<file path="src/hw/rtl/z80s_pkg.sv">
// z80s_pkg: shared types and constants for the reduced z80 instruction executor
// holds the input and result word structs, operation codes, opcode values, t-state counts and reset values
// no dependencies

package z80s_pkg;

  // operation codes carried in each input word
  localparam logic [1:0] OP_EXEC = 2'd0;
  localparam logic [1:0] OP_IRQ  = 2'd1;
  localparam logic [1:0] OP_NMI  = 2'd2;

  // implemented opcodes
  localparam logic [7:0] OPC_NOP      = 8'h00;
  localparam logic [7:0] OPC_HALT     = 8'h76;
  localparam logic [7:0] OPC_LD_B_N   = 8'h06;
  localparam logic [7:0] OPC_LD_C_N   = 8'h0E;
  localparam logic [7:0] OPC_LD_D_N   = 8'h16;
  localparam logic [7:0] OPC_LD_E_N   = 8'h1E;
  localparam logic [7:0] OPC_LD_H_N   = 8'h26;
  localparam logic [7:0] OPC_LD_L_N   = 8'h2E;
  localparam logic [7:0] OPC_LD_A_N   = 8'h3E;
  localparam logic [7:0] OPC_LD_BC_NN = 8'h01;
  localparam logic [7:0] OPC_LD_DE_NN = 8'h11;
  localparam logic [7:0] OPC_LD_HL_NN = 8'h21;
  localparam logic [7:0] OPC_LD_SP_NN = 8'h31;
  localparam logic [7:0] OPC_JP_NN    = 8'hC3;
  localparam logic [7:0] OPC_CALL_NN  = 8'hCD;
  localparam logic [7:0] OPC_RET      = 8'hC9;
  localparam logic [7:0] OPC_DI       = 8'hF3;
  localparam logic [7:0] OPC_EI       = 8'hFB;
  localparam logic [7:0] OPC_OUT_N_A  = 8'hD3;
  localparam logic [7:0] OPC_IN_A_N   = 8'hDB;

  // t-state counts
  localparam logic [4:0] CYC_NONE = 5'd0;
  localparam logic [4:0] CYC_4    = 5'd4;
  localparam logic [4:0] CYC_7    = 5'd7;
  localparam logic [4:0] CYC_10   = 5'd10;
  localparam logic [4:0] CYC_11   = 5'd11;
  localparam logic [4:0] CYC_13   = 5'd13;
  localparam logic [4:0] CYC_17   = 5'd17;

  // reset values of the architectural state
  localparam logic [15:0] PC_RESET  = 16'h0000;
  localparam logic [15:0] SP_RESET  = 16'hFFFF;
  localparam logic [7:0]  ACC_RESET = 8'hFF;
  localparam logic [7:0]  FLAG_VAL  = 8'hFF;

  // refresh counter: low seven bits count, bit 7 is kept
  localparam logic [7:0] R_COUNT_MASK = 8'h7F;
  localparam logic [7:0] R_KEEP_MASK  = 8'h80;

  localparam int unsigned NUM_GP = 6;

  typedef struct packed {
    logic [1:0]  operation;
    logic [7:0]  opcode;
    logic [15:0] operand_word;
    logic [15:0] stack_word;
    logic [7:0]  io_in_data;
  } in_word_t;

  typedef struct packed {
    logic [4:0]  cycle_count;
    logic [15:0] next_pc;
    logic        push_enable;
    logic [15:0] push_address;
    logic [15:0] push_data;
    logic        io_write_enable;
    logic        io_read_enable;
    logic [15:0] io_port;
    logic [7:0]  io_out_data;
    logic [7:0]  accumulator;
    logic        halted_now;
    logic        unknown_opcode;
  } out_word_t;

endpackage

</file>
<file path="src/hw/rtl/z80_subset_instruction_execute.sv">
// z80_subset_instruction_execute: top level of the reduced z80 instruction executor
// input register, single-pass decode and state update, result register
// depends on z80s_pkg

// One instruction or interrupt request per input word, one result word per input word.
// A word is taken into the input register, decoded and executed against the register
// file, and its result lands in the output register, which drives out_valid_o. The
// decode between the input and result registers is a single pass, so the sustained
// rate is one word per clock whenever the consumer does not stall. PC, SP, A, B..L,
// R, IFF1/IFF2 and the halt flag live here; memory and ports stay outside, the input
// word supplies operand bytes, the word at SP and IN data. The flag register is held
// at its reset value.
module z80_subset_instruction_execute (
  input  logic                 clk_i,
  input  logic                 rst_ni,
  input  logic                 in_valid_i,
  output logic                 in_stall_o,
  input  z80s_pkg::in_word_t   in_data_i,
  output logic                 out_valid_o,
  input  logic                 out_stall_i,
  output z80s_pkg::out_word_t  out_data_o
);

  // pipeline registers
  logic                in_valid_q;
  z80s_pkg::in_word_t  in_q;
  logic                out_valid_q;
  z80s_pkg::out_word_t out_q;
  z80s_pkg::out_word_t out_d;

  // architectural state
  logic [15:0] pc_q, pc_d;
  logic [15:0] sp_q, sp_d;
  logic [7:0]  acc_q, acc_d;
  logic [7:0]  gp_q [z80s_pkg::NUM_GP];
  logic [7:0]  refr_q, refr_d;
  logic        iff1_q, iff1_d;
  logic        iff2_q, iff2_d;
  logic        halt_q, halt_d;

  // register file write controls
  logic        gp_we_single;
  logic        gp_we_pair;
  logic [2:0]  gp_idx;
  logic [2:0]  gp_idx_lo;
  logic [7:0]  imm;
  logic [7:0]  hi_byte;
  logic [7:0]  refr_inc;

  logic out_ready;
  logic exec_fire;

  // handshake
  assign out_ready  = !out_valid_q || !out_stall_i;
  assign exec_fire  = in_valid_q && out_ready;
  assign in_stall_o = in_valid_q && !out_ready;

  assign out_valid_o = out_valid_q;
  assign out_data_o  = out_q;

  assign imm      = in_q.operand_word[7:0];
  assign hi_byte  = in_q.operand_word[15:8];
  assign refr_inc = ((refr_q + 8'd1) & z80s_pkg::R_COUNT_MASK) |
                    (refr_q & z80s_pkg::R_KEEP_MASK);
  assign gp_idx    = in_q.opcode[5:3];
  assign gp_idx_lo = {in_q.opcode[5:4], 1'b1};

  // decode and execute one word
  always_comb begin
    pc_d         = pc_q;
    sp_d         = sp_q;
    acc_d        = acc_q;
    refr_d       = refr_q;
    iff1_d       = iff1_q;
    iff2_d       = iff2_q;
    halt_d       = halt_q;
    gp_we_single = 1'b0;
    gp_we_pair   = 1'b0;
    out_d        = '0;

    case (in_q.operation)
      z80s_pkg::OP_IRQ: begin
        if (iff1_q) begin
          halt_d            = 1'b0;
          iff1_d            = 1'b0;
          iff2_d            = 1'b0;
          out_d.cycle_count = z80s_pkg::CYC_13;
        end
      end
      z80s_pkg::OP_NMI: begin
        halt_d = 1'b0;
        iff1_d = 1'b0;
      end
      z80s_pkg::OP_EXEC: begin
        refr_d = refr_inc;
        if (halt_q) begin
          out_d.cycle_count = z80s_pkg::CYC_4;
        end else begin
          case (in_q.opcode)
            z80s_pkg::OPC_NOP: begin
              pc_d              = pc_q + 16'd1;
              out_d.cycle_count = z80s_pkg::CYC_4;
            end
            z80s_pkg::OPC_HALT: begin
              halt_d            = 1'b1;
              pc_d              = pc_q + 16'd1;
              out_d.cycle_count = z80s_pkg::CYC_4;
            end
            z80s_pkg::OPC_LD_B_N, z80s_pkg::OPC_LD_C_N, z80s_pkg::OPC_LD_D_N,
            z80s_pkg::OPC_LD_E_N, z80s_pkg::OPC_LD_H_N, z80s_pkg::OPC_LD_L_N: begin
              gp_we_single      = 1'b1;
              pc_d              = pc_q + 16'd2;
              out_d.cycle_count = z80s_pkg::CYC_7;
            end
            z80s_pkg::OPC_LD_A_N: begin
              acc_d             = imm;
              pc_d              = pc_q + 16'd2;
              out_d.cycle_count = z80s_pkg::CYC_7;
            end
            z80s_pkg::OPC_LD_BC_NN, z80s_pkg::OPC_LD_DE_NN, z80s_pkg::OPC_LD_HL_NN: begin
              gp_we_pair        = 1'b1;
              pc_d              = pc_q + 16'd3;
              out_d.cycle_count = z80s_pkg::CYC_10;
            end
            z80s_pkg::OPC_LD_SP_NN: begin
              sp_d              = in_q.operand_word;
              pc_d              = pc_q + 16'd3;
              out_d.cycle_count = z80s_pkg::CYC_10;
            end
            z80s_pkg::OPC_JP_NN: begin
              pc_d              = in_q.operand_word;
              out_d.cycle_count = z80s_pkg::CYC_10;
            end
            z80s_pkg::OPC_CALL_NN: begin
              sp_d               = sp_q - 16'd2;
              out_d.push_enable  = 1'b1;
              out_d.push_address = sp_q - 16'd2;
              out_d.push_data    = pc_q + 16'd3;
              pc_d               = in_q.operand_word;
              out_d.cycle_count  = z80s_pkg::CYC_17;
            end
            z80s_pkg::OPC_RET: begin
              pc_d              = in_q.stack_word;
              sp_d              = sp_q + 16'd2;
              out_d.cycle_count = z80s_pkg::CYC_10;
            end
            z80s_pkg::OPC_DI: begin
              iff1_d            = 1'b0;
              iff2_d            = 1'b0;
              pc_d              = pc_q + 16'd1;
              out_d.cycle_count = z80s_pkg::CYC_4;
            end
            z80s_pkg::OPC_EI: begin
              iff1_d            = 1'b1;
              iff2_d            = 1'b1;
              pc_d              = pc_q + 16'd1;
              out_d.cycle_count = z80s_pkg::CYC_4;
            end
            z80s_pkg::OPC_OUT_N_A: begin
              out_d.io_write_enable = 1'b1;
              out_d.io_port         = {acc_q, imm};
              out_d.io_out_data     = acc_q;
              pc_d                  = pc_q + 16'd2;
              out_d.cycle_count     = z80s_pkg::CYC_11;
            end
            z80s_pkg::OPC_IN_A_N: begin
              out_d.io_read_enable = 1'b1;
              out_d.io_port        = {acc_q, imm};
              acc_d                = in_q.io_in_data;
              pc_d                 = pc_q + 16'd2;
              out_d.cycle_count    = z80s_pkg::CYC_11;
            end
            default: begin
              out_d.unknown_opcode = 1'b1;
              pc_d                 = pc_q + 16'd1;
              out_d.cycle_count    = z80s_pkg::CYC_4;
            end
          endcase
        end
      end
      default: begin
        // reserved operation: no effect, cycle_count set to CYC_NONE
        out_d.cycle_count = z80s_pkg::CYC_NONE;
      end
    endcase

    out_d.next_pc     = pc_d;
    out_d.accumulator = acc_d;
    out_d.halted_now  = halt_d;
  end

  // input register
  always_ff @(posedge clk_i or negedge rst_ni) begin
    if (!rst_ni) begin
      in_valid_q <= 1'b0;
    end else if (!in_stall_o) begin
      in_valid_q <= in_valid_i;
    end
  end

  always_ff @(posedge clk_i) begin
    if (in_valid_i && !in_stall_o) begin
      in_q <= in_data_i;
    end
  end

  // result register
  always_ff @(posedge clk_i or negedge rst_ni) begin
    if (!rst_ni) begin
      out_valid_q <= 1'b0;
    end else if (out_ready) begin
      out_valid_q <= in_valid_q;
    end
  end

  always_ff @(posedge clk_i) begin
    if (exec_fire) begin
      out_q <= out_d;
    end
  end

  // architectural state update
  always_ff @(posedge clk_i or negedge rst_ni) begin
    if (!rst_ni) begin
      pc_q   <= z80s_pkg::PC_RESET;
      sp_q   <= z80s_pkg::SP_RESET;
      acc_q  <= z80s_pkg::ACC_RESET;
      refr_q <= '0;
      iff1_q <= 1'b0;
      iff2_q <= 1'b0;
      halt_q <= 1'b0;
    end else if (exec_fire) begin
      pc_q   <= pc_d;
      sp_q   <= sp_d;
      acc_q  <= acc_d;
      refr_q <= refr_d;
      iff1_q <= iff1_d;
      iff2_q <= iff2_d;
      halt_q <= halt_d;
    end
  end

  // general register file, b c d e h l
  always_ff @(posedge clk_i or negedge rst_ni) begin
    if (!rst_ni) begin
      for (int i = 0; i < z80s_pkg::NUM_GP; i++) begin
        gp_q[i] <= '0;
      end
    end else if (exec_fire) begin
      if (gp_we_single) begin
        gp_q[gp_idx] <= imm;
      end
      if (gp_we_pair) begin
        gp_q[gp_idx]    <= hi_byte;
        gp_q[gp_idx_lo] <= imm;
      end
    end
  end

`ifndef SYNTHESIS
  // a stack push only comes from call
  assert property (@(posedge clk_i) disable iff (!rst_ni)
    out_valid_q && out_q.push_enable |-> out_q.cycle_count == z80s_pkg::CYC_17)
    else $error("push without call timing");

  // a word never requests both port directions
  assert property (@(posedge clk_i) disable iff (!rst_ni)
    out_valid_q |-> !(out_q.io_write_enable && out_q.io_read_enable))
    else $error("both i/o directions requested");

  // an unknown opcode always costs four t-states
  assert property (@(posedge clk_i) disable iff (!rst_ni)
    out_valid_q && out_q.unknown_opcode |-> out_q.cycle_count == z80s_pkg::CYC_4)
    else $error("unknown opcode timing");

  // while halted the program counter does not move
  assert property (@(posedge clk_i) disable iff (!rst_ni)
    exec_fire && halt_q |=> pc_q == $past(pc_q))
    else $error("pc moved while halted");

  // an execute word never wakes the processor from halt
  assert property (@(posedge clk_i) disable iff (!rst_ni)
    exec_fire && halt_q && in_q.operation == z80s_pkg::OP_EXEC |=> halt_q)
    else $error("halt cleared by an execute word");
`endif

endmodule
</file>
<file path="config.mk">
export PLATFORM = sky130hd
export DESIGN_NAME = z80_subset_instruction_execute
export DESIGN_NICKNAME = d
export VERILOG_FILES = /design/src/hw/rtl/z80s_pkg.sv /design/src/hw/rtl/z80_subset_instruction_execute.sv
export SDC_FILE = /design/constraint.sdc
export NUM_CORES = 1
export LEC_CHECK = 0
export ABC_AREA = 0
export BUFFER_PORTS_ARGS = -buffer_cell sky130_fd_sc_hd__buf_2
export CORE_MARGIN = 10
export CORE_UTILIZATION = 50
export CTS_BUF_LIST = sky130_fd_sc_hd__clkbuf_8
export CTS_CLUSTER_SIZE = 10
export DETAILED_ROUTE_END_ITERATION = 16
export GPL_ROUTABILITY_DRIVEN = 0
export PLACE_DENSITY = 0.69
export SYNTH_ARGS = -nofsm -noshare
export SYNTH_HDL_FRONTEND = slang
export SYNTH_SLANG_ARGS = --single-unit
</file>
<file path="constraint.sdc">
create_clock -name clk_i -period 6.9 [get_ports clk_i]
set_input_delay 0.345 -clock clk_i [delete_from_list [all_inputs] [get_ports clk_i]]
set_output_delay 0.345 -clock clk_i [all_outputs]
set_load 0.1 [all_outputs]
</file>
# Yosys cells after proc, flatten, opt, wreduce, memory -nomap -nowiden
# Index checks and enable logic that the tools add are counted.
[totals]
reg_bits = 184
output_inout_bits = 92
[classes]
addsub = 5
n_eq_ne = 23
n_mux = 22
bitwise = 5
n_reduce_logical = 26
[op_table]
columns = ["cell", "n"]
rows = [
  ["one-hot mux 16 bit (4 select lines)", 1],
  ["equality test 8 bit (second input constant)", 7],
  ["adder 16 x 2 -> 16 bit (second input constant)", 3],
  ["one-hot mux 16 bit (3 select lines)", 1],
  ["equality test 8 x 6 -> 1 bit (second input constant)", 5],
  ["two-way mux 33 bit", 1],
  ["two-way mux 16 bit", 2],
  ["equality test 8 x 5 -> 1 bit (second input constant)", 3],
  ["one-hot mux 5 bit (4 select lines)", 1],
  ["OR reduction 20 bit", 1],
  ["adder 16 x 1 -> 16 bit (second input constant)", 1],
  ["two-way mux 8 bit", 2],
  ["one-hot mux 8 bit (2 select lines)", 1],
  ["subtractor 16 x 2 -> 16 bit (second input constant)", 1],
  ["one-hot mux 5 bit (2 select lines)", 1],
  ["OR reduction 3 bit", 3],
  ["OR reduction 9 bit", 1],
  ["equality test 8 x 1 -> 1 bit (second input constant)", 1],
  ["equality test 8 x 3 -> 1 bit (second input constant)", 1],
  ["equality test 8 x 4 -> 1 bit (second input constant)", 1],
  ["equality test 8 x 7 -> 1 bit (second input constant)", 1],
  ["logical NOT 8 bit", 1],
  ["AND reduction 4 bit", 2],
  ["OR reduction 2 bit", 4],
  ["other kinds (19)", 35],
]

# Logic depth before layout (Yosys ltp)
# Gate-level depths: netlist of run 1.
[logic_depth]
depth_word = 6
depth_mapped = 9
mapped_depth_nobuf = 8

# Worst setup path after synthesis of run 1
# Ideal clock, no wire load.
[synth_path]
path_type = "register -> register"
start = "register out_valid_q, in the netlist out_valid_o"
end = "register sp_q[4]"
setup_time_ps = 85
t_arrival_ps = 4601
required_ps = 6815
path_slack_ps = 2214
path_stages_with_launch = 9
path_buffers = 1
cell_sequence = "dfrtp_1 nand2_1 nand2_1 clkinv_1 nand2_1 a21o_1 clkbuf_1 o21ai_0 o221ai_1"
[synth_between]
elab_chain_cells = 4
[synth_lines]
columns = ["item", "line", "source"]
rows = [
  ["start: declaration", "z80_subset_instruction_execute.sv:27", "logic out_valid_q;"],
  ["start signal: assignment", "z80_subset_instruction_execute.sv:212", "out_valid_q <= in_valid_q;"],
  ["logical NOT 1 bit", "z80_subset_instruction_execute.sv:54", "assign out_ready = !out_valid_q || !out_stall_i;"],
  ["logical OR 1 bit", "z80_subset_instruction_execute.sv:54", ""],
  ["logical AND 1 bit", "z80_subset_instruction_execute.sv:55", "assign exec_fire = in_valid_q && out_ready;"],
  ["via exec_fire", "z80_subset_instruction_execute.sv:51", "logic exec_fire;"],
  ["AND reduction 4 bit (no line)", "--", ""],
  ["end signal: assignment", "z80_subset_instruction_execute.sv:226", "sp_q <= z80s_pkg::SP_RESET;"],
  ["end signal: assignment", "z80_subset_instruction_execute.sv:234", "sp_q <= sp_d;"],
  ["end: declaration", "z80_subset_instruction_execute.sv:33", "logic [15:0] sp_q, sp_d;"],
]
# The timed path passes the listed nets, and every way through them passes these cells.
# A chain may end at the register's enable or synchronous reset.

# Worst setup path in the final report of run 1
# Same ends and word-level chain as after synthesis.

==> flow_summary.ini, run 1 <==
[finish]
drive_gt1_frac = 0.2334
num_antenna_cells = 0
area_growth_pct = 13.97
postLayoutCoreUtil = 0.5792
layout.nets = 1024

[worst_setup_path]
path_class = reg2reg
ff2ff_path_depth = 7
cp-end-kind = register
cp-start-kind = register
cp_slowest_cell = inv_4
crit_top_cell = nand2_1
cp_max_fo = 52
max_stage_delay_ns = 0.72
crit_cells = 7
critical-path-top-delay-family = simple AND/OR/NAND/NOR gates
worstPathRequired_ns = 7.30
arrival_ns = 3.74
crit_buf_inv = 1
crit_chain = nand2_1 > nand2_1 > inv_4 > nand2_1 > a21o_1 > o21a_1 > o221ai_1

[global_route]
grt_pass1_vias = 6903
grt_start_max_net_pins = 53
grt_use_total = 0.2036
gr-total-overflow = 0
grt_pass1_wl_um = 39080
antenna_found_initial = 0

[timing]
fmax_mhz = 298.7
hold_ws_ns = 0.02143
final_hold_viol_count = 0
finalSetupViolCount = 0
fin_ws_ns = 3.552
worst_pin_slew_ns = 0.9998
drv_slew = 0
period_minus_slack_ns = 3.348
maxSlewHeadroom = 0.3319
finalCritPeriodShare = 0.4852
rsz0062_at_grt = false
final.setup.tns_ns = 0
finalClockSkew_ns = 0.01364

[synthesis]
yosys_register_bits = 184
ys_seq_area_frac = 0.5844
syn_area_mm2 = 0.009129
ys_types = 72
syn_avg_cell_area_um2 = 10.77
synth_fp_nets = 908
yosysWarningCount = 0
synthArstFlopShare = 0.2391
synth_top_flop_cell = edfxtp_1
syn_inst = 848
synth_edf_count = 140

[clock_tree]
cts_tree = built
ctsRootBufferMaster = clkbuf_8
clk_pin_slew_worst_paths_ns = 0.11
cts_made_buffers = 17
h-tree-depth = 4
clk_latency_ns = 0.49
clkSinkCount = 184
cts_buffer_depth = 2
cts_resized = 0

[detailed_routing]
wl_per_cell_um = 20.68
drc = 0
drt-initial-drc-count = 887
vias = 7244
ant_nets = 0
wl_um = 24940
drtPass1Iterations = 5
viasPerCell = 6.007

[floorplan]
die-area_mm2 = 0.02406
rows = 49
die_h_um = 155.1
initial_core_util = 0.5082
die_w_um = 155.1
core-area_mm2 = 0.01796
ios = 146

[place]
dp_hpwl_um = 17430
io_buffers = 145
place_ws_ns = 3.527

[outcome]
status = complete, no violations

[job]
maxCapViolations = 0

[pwr]
irDropWorstVdd_mv = 0.1758
leakage_uw = 0.003880
p_total_uw = 3113
power.density_mw_per_mm2 = 299.2

[min_path]
hold_path.class = in2reg
whs_path_depth = 1
area by class of cell:
cell class	instances	area, um2
fillers	1554	7560
flip-flops and latches	184	5335
multi-input cells	590	3501
repair buffers	155	803.3
well taps	229	286.5
clock buffers	17	234.0
clock inverters	15	181.4
inverters	16	62.56
routing by layer:
metal	GRT usage	vias to the layer above	part of all wire	wire [um]
met5	0	-	0	0
met2	0.2968	378	0.44	10950
met3	0.05211	31	0.095	2374
met4	0.06298	0	0.019	483
li1	-	3367	-	-
met1	0.2910	3468	0.45	11130
registers in the layout (all words and copies together) (netlist names):
name	cells
out_data_o	90
in_q	31
pc_q	16
sp_q	16
acc_q	8
hi_byte	8
imm	8
gp_idx	3
halt_q	1
iff1_q	1
in_valid_q	1
out_valid_o	1
what timing repair did:
action | CTS | global route
setup buffers | 0 | 0
hold buffers | 1 | 0
hold endpoints to repair | 20 | 0
report_power, final:
group	total (uW)	internal (uW)	switching (uW)
sequential	1480	1330	151
clock	776	339	437
combinational	859	209	650
synth_stat cells (14+ instances only):
master	n	area share
edfxtp_1	140	0.46
nor2_1	86	0.035
nand2_1	85	0.035
o21ai_0	53	0.029
a21oi_1	45	0.025
clkbuf_1	44	0.018
and2_1	29	0.020
nand3_1	27	0.015
nor3_1	26	0.014
dfstp_2	24	0.069
xnor2_1	22	0.021
dfrtp_1	20	0.055
xor2_1	16	0.015
inv_1	15	0.0062
a22oi_1	14	0.012
nand4_1	14	0.0096
worst paths after layout:
path / start / end / slack (ns)
setup reg to reg: out_valid_o$_DFFE_PN0N_ / sp_q[4]$_DFFE_PN1P_ / 3.55
hold reg to reg: acc_q[5]$_DFFE_PN1P_ / acc_q[5]$_DFFE_PN1P_ / 0.49
setup / recovery: out_valid_o$_DFFE_PN0N_ / sp_q[4]$_DFFE_PN1P_ / 3.55
hold / removal: in_data_i[4] / in_q[4]$_DFFE_PP_ / 0.02
max in group asynchronous: rst_ni / pc_q[2]$_DFFE_PN0P_ / 5.95
min in group asynchronous: rst_ni / pc_q[13]$_DFFE_PN0P_ / 0.51
stage by stage:
| stage | area [um2] | cells |
|---|---|---|
| final | 10400 | 1206 |
| after global routing | 10400 | 1206 |
| after CTS | 10400 | 1206 |
| after detailed placement | 9978 | 1173 |
| after global placement | 9978 | 1173 |
| after floorplan | 9129 | 848 |
cell usage in the layout, fill, tap and decap left out, types with 6 or more instances in the layout:
cell	n
nor4_1	13
dfstp_2	24
nor2b_1	6
edfxtp_1	140
buf_2	145
inv_1	16
a211oi_1	6
clkbuf_8	17
ha_1	6
o22ai_1	6
o21ai_1	11
buf_4	9
nand3_1	27
a221oi_1	9
mux2i_1	9
nand2_1	85
and2_1	28
and3_1	7
nor3_1	26
a22oi_1	14
o221ai_1	6
xor2_1	16
nor2_1	86
a21oi_1	45
a31oi_1	7
xnor2_1	22
inv_8	7
dfrtp_1	20
nand4_1	14
o21ai_0	53
cells by family (layout without fill, tap and decap cells):
family / after synthesis / after routing / share of synthesized area
flops: 184 / 184 / 0.5844
mux: 10 / 10 / 0.01110
xor+xnor: 38 / 38 / 0.03646
simple gates: 333 / 333 / 0.1846
fa+ha+maj: 6 / 6 / 0.008223
buf+inv: 74 / 203 / 0.03221
compound gates: 203 / 203 / 0.1430
(Power assumes the default switching activity.)
==> inputs of run 2 (changes only) <==
Settings changed: ABC_AREA 0 to 1, PLACE_DENSITY 0.69 to 0.72.
Clock period 6.9 ns to 2.9 ns, I/O delays scaled along.
==> run 2 against run 1 <==
  * Maximum frequency grew 47%
  * First-iteration DRC count shrank 13%
  * Non-clock buffer count grew 54
  * Highest routed layer unchanged
  * Routed wire length grew 3.4%
  * Largest cell class unchanged
  * Sequential cell count is the same
==> flow_summary.ini, run 2 <==
[outcome]
status = complete, no violations

[global_route]
grt_pass1_wl_um = 40340
grt_use_total = 0.2106
gr-total-overflow = 0
grt_pass1_vias = 7509
antenna_found_initial = 0
grt_start_max_net_pins = 57

[worst_setup_path]
path_class = reg2reg
arrival_ns = 2.51
worstPathRequired_ns = 3.13
cp_slowest_cell = dfrtp_1
cp-start-kind = register
max_stage_delay_ns = 0.49
crit_chain = inv_1 > nand2_2 > buf_4 > nor2_1 > inv_1 > buf_4 > nor2_1
critical-path-top-delay-family = buffers and inverters
cp_max_fo = 32
cp-end-kind = register
crit_buf_inv = 4

[finish]
largest_reg_flops = 90
final_common_cell = nand2_1
layout.nets = 1304
drive_gt1_frac = 0.2100
area_growth_pct = 20.68
final_cell_mix = nand2_1, buf_2, nor2_1
fillers = 1541
num_antenna_cells = 0

[detailed_routing]
vias = 7940
wl_per_cell_um = 17.36
wl_um = 25790
drc = 0
drtPass1Iterations = 6
ant_nets = 0
viasPerCell = 5.343
drt-initial-drc-count = 771

[synthesis]
synth_top_cell_area_share = 0.4507
yosys_register_bits = 184
syn_area_mm2 = 0.009328
synth_area_leaders = edfxtp_1, nand2_1, dfstp_2
ys_seq_area_frac = 0.5720
synth_top_cell_by_area = edfxtp_1
ys_types = 43
synth.most_common_cell = nand2_1
yosysWarningCount = 0
synth_fp_nets = 1106
syn_avg_cell_area_um2 = 8.917
syn_inst = 1046
synth_edf_count = 140
synth_top_flop_cell = edfxtp_1
synth_top_cells_by_count = nand2_1, nor2_1, edfxtp_1, inv_1, nand3_1
synthArstFlopShare = 0.2391

[pwr]
leakage_uw = 0.004996
combPwrFrac = 0.362
p_sw_uw = 3825
power.density_mw_per_mm2 = 753.2
seqPwrFrac = 0.420
p_sw_frac = 0.4511
cellInternalPower_uw = 4655
irDropWorstVdd_mv = 0.4871
power.share.clock = 0.218

[floorplan]
die_w_um = 156.6
ios = 146
die_h_um = 156.6
initial_core_util = 0.5140
die-area_mm2 = 0.02452
rows = 49
core-area_mm2 = 0.01815

[timing]
drv_slew = 0
fmax_mhz = 439.4
finalCritPeriodShare = 0.7848
rsz0062_at_grt = false
fin_ws_ns = 0.6241
period_minus_slack_ns = 2.276
maxSlewHeadroom = 0.4296
final_hold_viol_count = 0
worst_pin_slew_ns = 0.8556
finalClockSkew_ns = 0.02018
final.setup.tns_ns = 0
finalSetupViolCount = 0

[place]
place_ws_ns = 0.6979
dp_hpwl_um = 17940
io_buffers = 145

[clock_tree]
cts_resized = 0
ctsRootBufferMaster = clkbuf_8
clk_latency_ns = 0.50
h-tree-depth = 4
cts_tree = built
clk_pin_slew_worst_paths_ns = 0.11
cts_made_buffers = 17
clkSinkCount = 184
cts_buffer_depth = 2

[min_path]
hold_path.class = in2async

[job]
maxCapViolations = 0
==> run 2: changes by cell type after synthesis, moves of 29 or more <==
| cell | delta |
|---|---|
| nor2_1 | +57 |
| nand2_1 | +195 |
| inv_1 | +103 |
| and2_1 | -29 |
| nand3_1 | +62 |
| clkbuf_1 | -37 |
==> run 2: what timing repair did <==
item | CTS | global route
setup endpoints to repair | 0 | 0
hold buffers | 53 | 0
endpoints found under the hold margin | 72 | 0
buffers inserted | 0 | 0
==> run 2: worst reg2reg max path, delay by kind of cell, from the launching register on <==
family | cells | cell delay [ns]
buffers and inverters | 4 | 1.21
AND/OR/NAND/NOR | 3 | 0.32
flip-flops | 1 | 0.49
==> run 2: per-stage QoR <==
step	power [uW]	utilization	hold slack, ns	std cells	cell area [um2]
5_1_grt	8909	0.6203	0.3200	1486	11260
3_5_place_dp	6596	0.5672	0.3111	1401	10290
3_3_place_gp	6566	0.5672	0.3072	1401	10290
6_report	8479	0.6203	0.3093	1486	11260
4_1_cts	8487	0.6203	0.3121	1486	11260
2_1_floorplan	6012	-	-0.1506	1046	9338
==> run 2: path summary, 6_finish.rpt <==
check                                          endpoint  cells after the start  slack (ns)                 start
setup reg to reg           out_data_o[50]$_SDFFCE_PP0P_                      7        0.62    halt_q$_DFFE_PN0P_
hold reg to reg                    acc_q[4]$_DFFE_PN1P_                      2        0.49  acc_q[4]$_DFFE_PN1P_
setup / recovery           out_data_o[50]$_SDFFCE_PP0P_                      7        0.62    halt_q$_DFFE_PN0P_
min in group clk_i                    in_q[6]$_DFFE_PP_                      2        0.34          in_data_i[6]
max in group asynchronous          sp_q[11]$_DFFE_PN1P_                      3        1.78                rst_ni
hold / removal                       iff1_q$_DFFE_PN0P_                      2        0.31                rst_ni
==> run 2: area by class of cell <==
type	instances	area (um2)	area share
Inverter	128	480.5	0.04268
Timing Repair Buffer	209	1364	0.1212
Clock inverter	15	200.2	0.01778
Clock buffer	17	234.0	0.02078
Multi-Input combinational cell	704	3356	0.2981
Sequential cell	184	5336	0.4740
Tap cell	229	286.5	0.02545
==> run 2: power by group through the flow <==
stage | combinational [uW] | clock [uW] | sequential, uW
2_1_floorplan | 1490 | 0 | 4530
3_3_place_gp | 2960 | 0 | 3610
3_5_place_dp | 2990 | 0 | 3610
4_1_cts | 3050 | 1880 | 3550
5_1_grt | 3330 | 1980 | 3600
6_report | 3070 | 1850 | 3560
==> run 2: per-layer routing <==
metal	part of all wire	global-route usage	routed length, um	vias up
met3	0.077	0.05400	1988	30
li1	-	-	-	3830
met5	0	0	0	-
met4	0.021	0.07011	546	0
met1	0.42	0.2720	10920	3749
met2	0.48	0.3390	12330	331
==> run 2: logic make-up after synthesis <==
kind of cell,synth area share
buffers and inverters,0.06908
AND/OR/NAND/NOR,0.2622
flip-flops,0.5720
AO/OA/AOI/OAI,0.06989
XOR/XNOR,0.01878
adder cells (fa/ha/maj),0.008048
==> inputs of run 3 (changes only) <==
Settings changed: PLACE_DENSITY 0.72 to 0.69.
Clock period 2.9 ns to 2.4 ns, I/O delays scaled along.
==> run 3 against run 2 <==
  * Setup slack got worse by 0.40 ns
  * Maximum frequency increased by 4.8%
  * Count of clock-buffer cells in the layout unchanged
  * Die area unchanged
  * Sequential share of layout area decreased by 0.42 points
==> flow_summary.ini, run 3 (synthesis results as in run 2) <==
[clock_tree]
clk_latency_ns = 0.48
clkSinkCount = 184
cts_buffer_depth = 2
ctsRootBufferMaster = clkbuf_8
cts_made_buffers = 17
cts_tree = built
h-tree-depth = 4
clk_pin_slew_worst_paths_ns = 0.10

[timing]
final_hold_viol_count = 0
drv_slew = 0
finalCritPeriodShare = 0.9046
period_minus_slack_ns = 2.171
finalClockSkew_ns = 0.01574
fmax_mhz = 460.6
rsz0062_at_grt = false
final.setup.tns_ns = 0
maxSlewHeadroom = 0.5576
fin_ws_ns = 0.2290
finalSetupViolCount = 0
worst_pin_slew_ns = 0.6635

[worst_setup_path]
worstPathRequired_ns = 2.63
cp-start-kind = register
crit-reg2reg-capture = out_data_o[79]$_DFFE_PP_
cp-end-kind = register
ff2ff_path_depth = 10
arrival_ns = 2.40
r2r_start = pc_q[1]$_DFFE_PN0P_
rrSetupSlack_ns = 0.23
path_class = reg2reg
cp_max_fo = 5

[detailed_routing]
wl_um = 26400
viasPerCell = 5.326
drtPass1Iterations = 6
drt-initial-drc-count = 939
wl_per_cell_um = 17.64
ant_nets = 0
drc = 0
vias = 7973

[place]
io_buffers = 145
dp_hpwl_um = 18960
placed_area_mm2 = 0.01038
place_ws_ns = 0.2992

[floorplan]
rows = 49
core-area_mm2 = 0.01815
initial_core_util = 0.5140
die_h_um = 156.6
ios = 146
die-area_mm2 = 0.02452
die_w_um = 156.6

[finish]
final_common_cell = nand2_1
largest_reg_flops = 90
drive_gt1_frac = 0.2185
design_area_mm2 = 0.01136
num_antenna_cells = 0
area_growth_pct = 21.81
final_cell_mix = nand2_1, buf_2, nor2_1
layout.nets = 1315

[pwr]
p_sw_uw = 4627
p_sw_frac = 0.4474
seqPwrFrac = 0.414
leakage_uw = 0.005042
p_total_uw = 10340
power.density_mw_per_mm2 = 910.3
power.share.clock = 0.214
combPwrFrac = 0.372
irDropWorstVdd_mv = 0.5445
cellInternalPower_uw = 5716

[outcome]
status = complete, no violations

[global_route]
gr-total-overflow = 0
grt_pass1_wl_um = 41090
grt_pass1_vias = 7475
grt_start_max_net_pins = 71
grt_use_total = 0.2145
antenna_found_initial = 0

[job]
maxCapViolations = 0

[min_path]
hold_path.class = in2async
-- run 3: cell count changes in the layout (fill, tap and decap cells not counted), sizes merged --
| cell | delta |
|---|---|
| buf | +10 |
| bufinv | +1 |
| clkinv | +3 |
| clkinvlp | +2 |
| dlygate4sd3 | +1 |
| inv | -6 |
-- run 3: cell type report --
cell class              count  area, um2
clock buffers              17      234.0
clock inverters            15      203.9
inverters                 128      484.2
well taps                 229      286.5
flip-flops and latches    184       5339
multi-input cells         704       3366
fillers                  1528       6785
repair buffers            220       1449
-- run 3: worst max path at each step --
stage,from,endpoint,cells past startpoint
after floorplan,out_valid_o$_DFFE_PN0N_,gp_idx[0]$_DFFE_PP_,5
after global placement,gp_idx[0]$_DFFE_PP_,out_data_o[69]$_DFFE_PP_,10
after detailed placement,gp_idx[0]$_DFFE_PP_,out_data_o[69]$_DFFE_PP_,10
after CTS,gp_idx[0]$_DFFE_PP_,out_data_o[69]$_DFFE_PP_,10
after global routing,gp_idx[0]$_DFFE_PP_,out_data_o[69]$_DFFE_PP_,10
final,pc_q[1]$_DFFE_PN0P_,out_data_o[79]$_DFFE_PP_,10
-- run 3: worst max-delay path, cell delays in order (launching register included) --
cell	delay, ns
dfrtp_1	0.45
inv_1	0.13
ha_1	0.23
nor2_1	0.28
nand2_1	0.21
o21ai_1	0.20
nand2_1	0.08
nand2_1	0.06
nand2_1	0.04
nor2_1	0.14
a22oi_1	0.09
-- run 3: per-stage QoR --
| step | hold slack (ns) | instances | utilization |
|---|---|---|---|
| 2_1_floorplan | -0.1756 | 1046 | - |
| 3_3_place_gp | 0.1862 | 1411 | 0.5722 |
| 3_5_place_dp | 0.1787 | 1411 | 0.5722 |
| 4_1_cts | 0.2074 | 1497 | 0.6261 |
| 5_1_grt | 0.2337 | 1497 | 0.6261 |
| 6_report | 0.2041 | 1497 | 0.6261 |
-- run 3: what timing repair did --
item / in CTS / in global routing
setup buffers: 0 / 0
gates resized for setup: 0 / 0
endpoints found under the hold margin: 64 / 0
hold buffers: 54 / 0
-- run 3: power by group through the flow --
stage / logic, uW / registers [uW] / clock network [uW]
after floorplan: 1800 / 5470 / 0
after global placement: 3680 / 4330 / 0
after detailed placement: 3710 / 4330 / 0
after CTS: 3800 / 4270 / 2250
after global routing: 4130 / 4330 / 2370
final: 3840 / 4280 / 2220
-- run 3: per-layer routing --
| layer | share of wire | vias up | track usage |
|---|---|---|---|
| li1 | - | 3857 | - |
| met1 | 0.44 | 3702 | 0.2857 |
| met2 | 0.45 | 374 | 0.3333 |
| met3 | 0.084 | 40 | 0.05318 |
| met4 | 0.022 | 0 | 0.07910 |
| met5 | 0 | - | 0 |
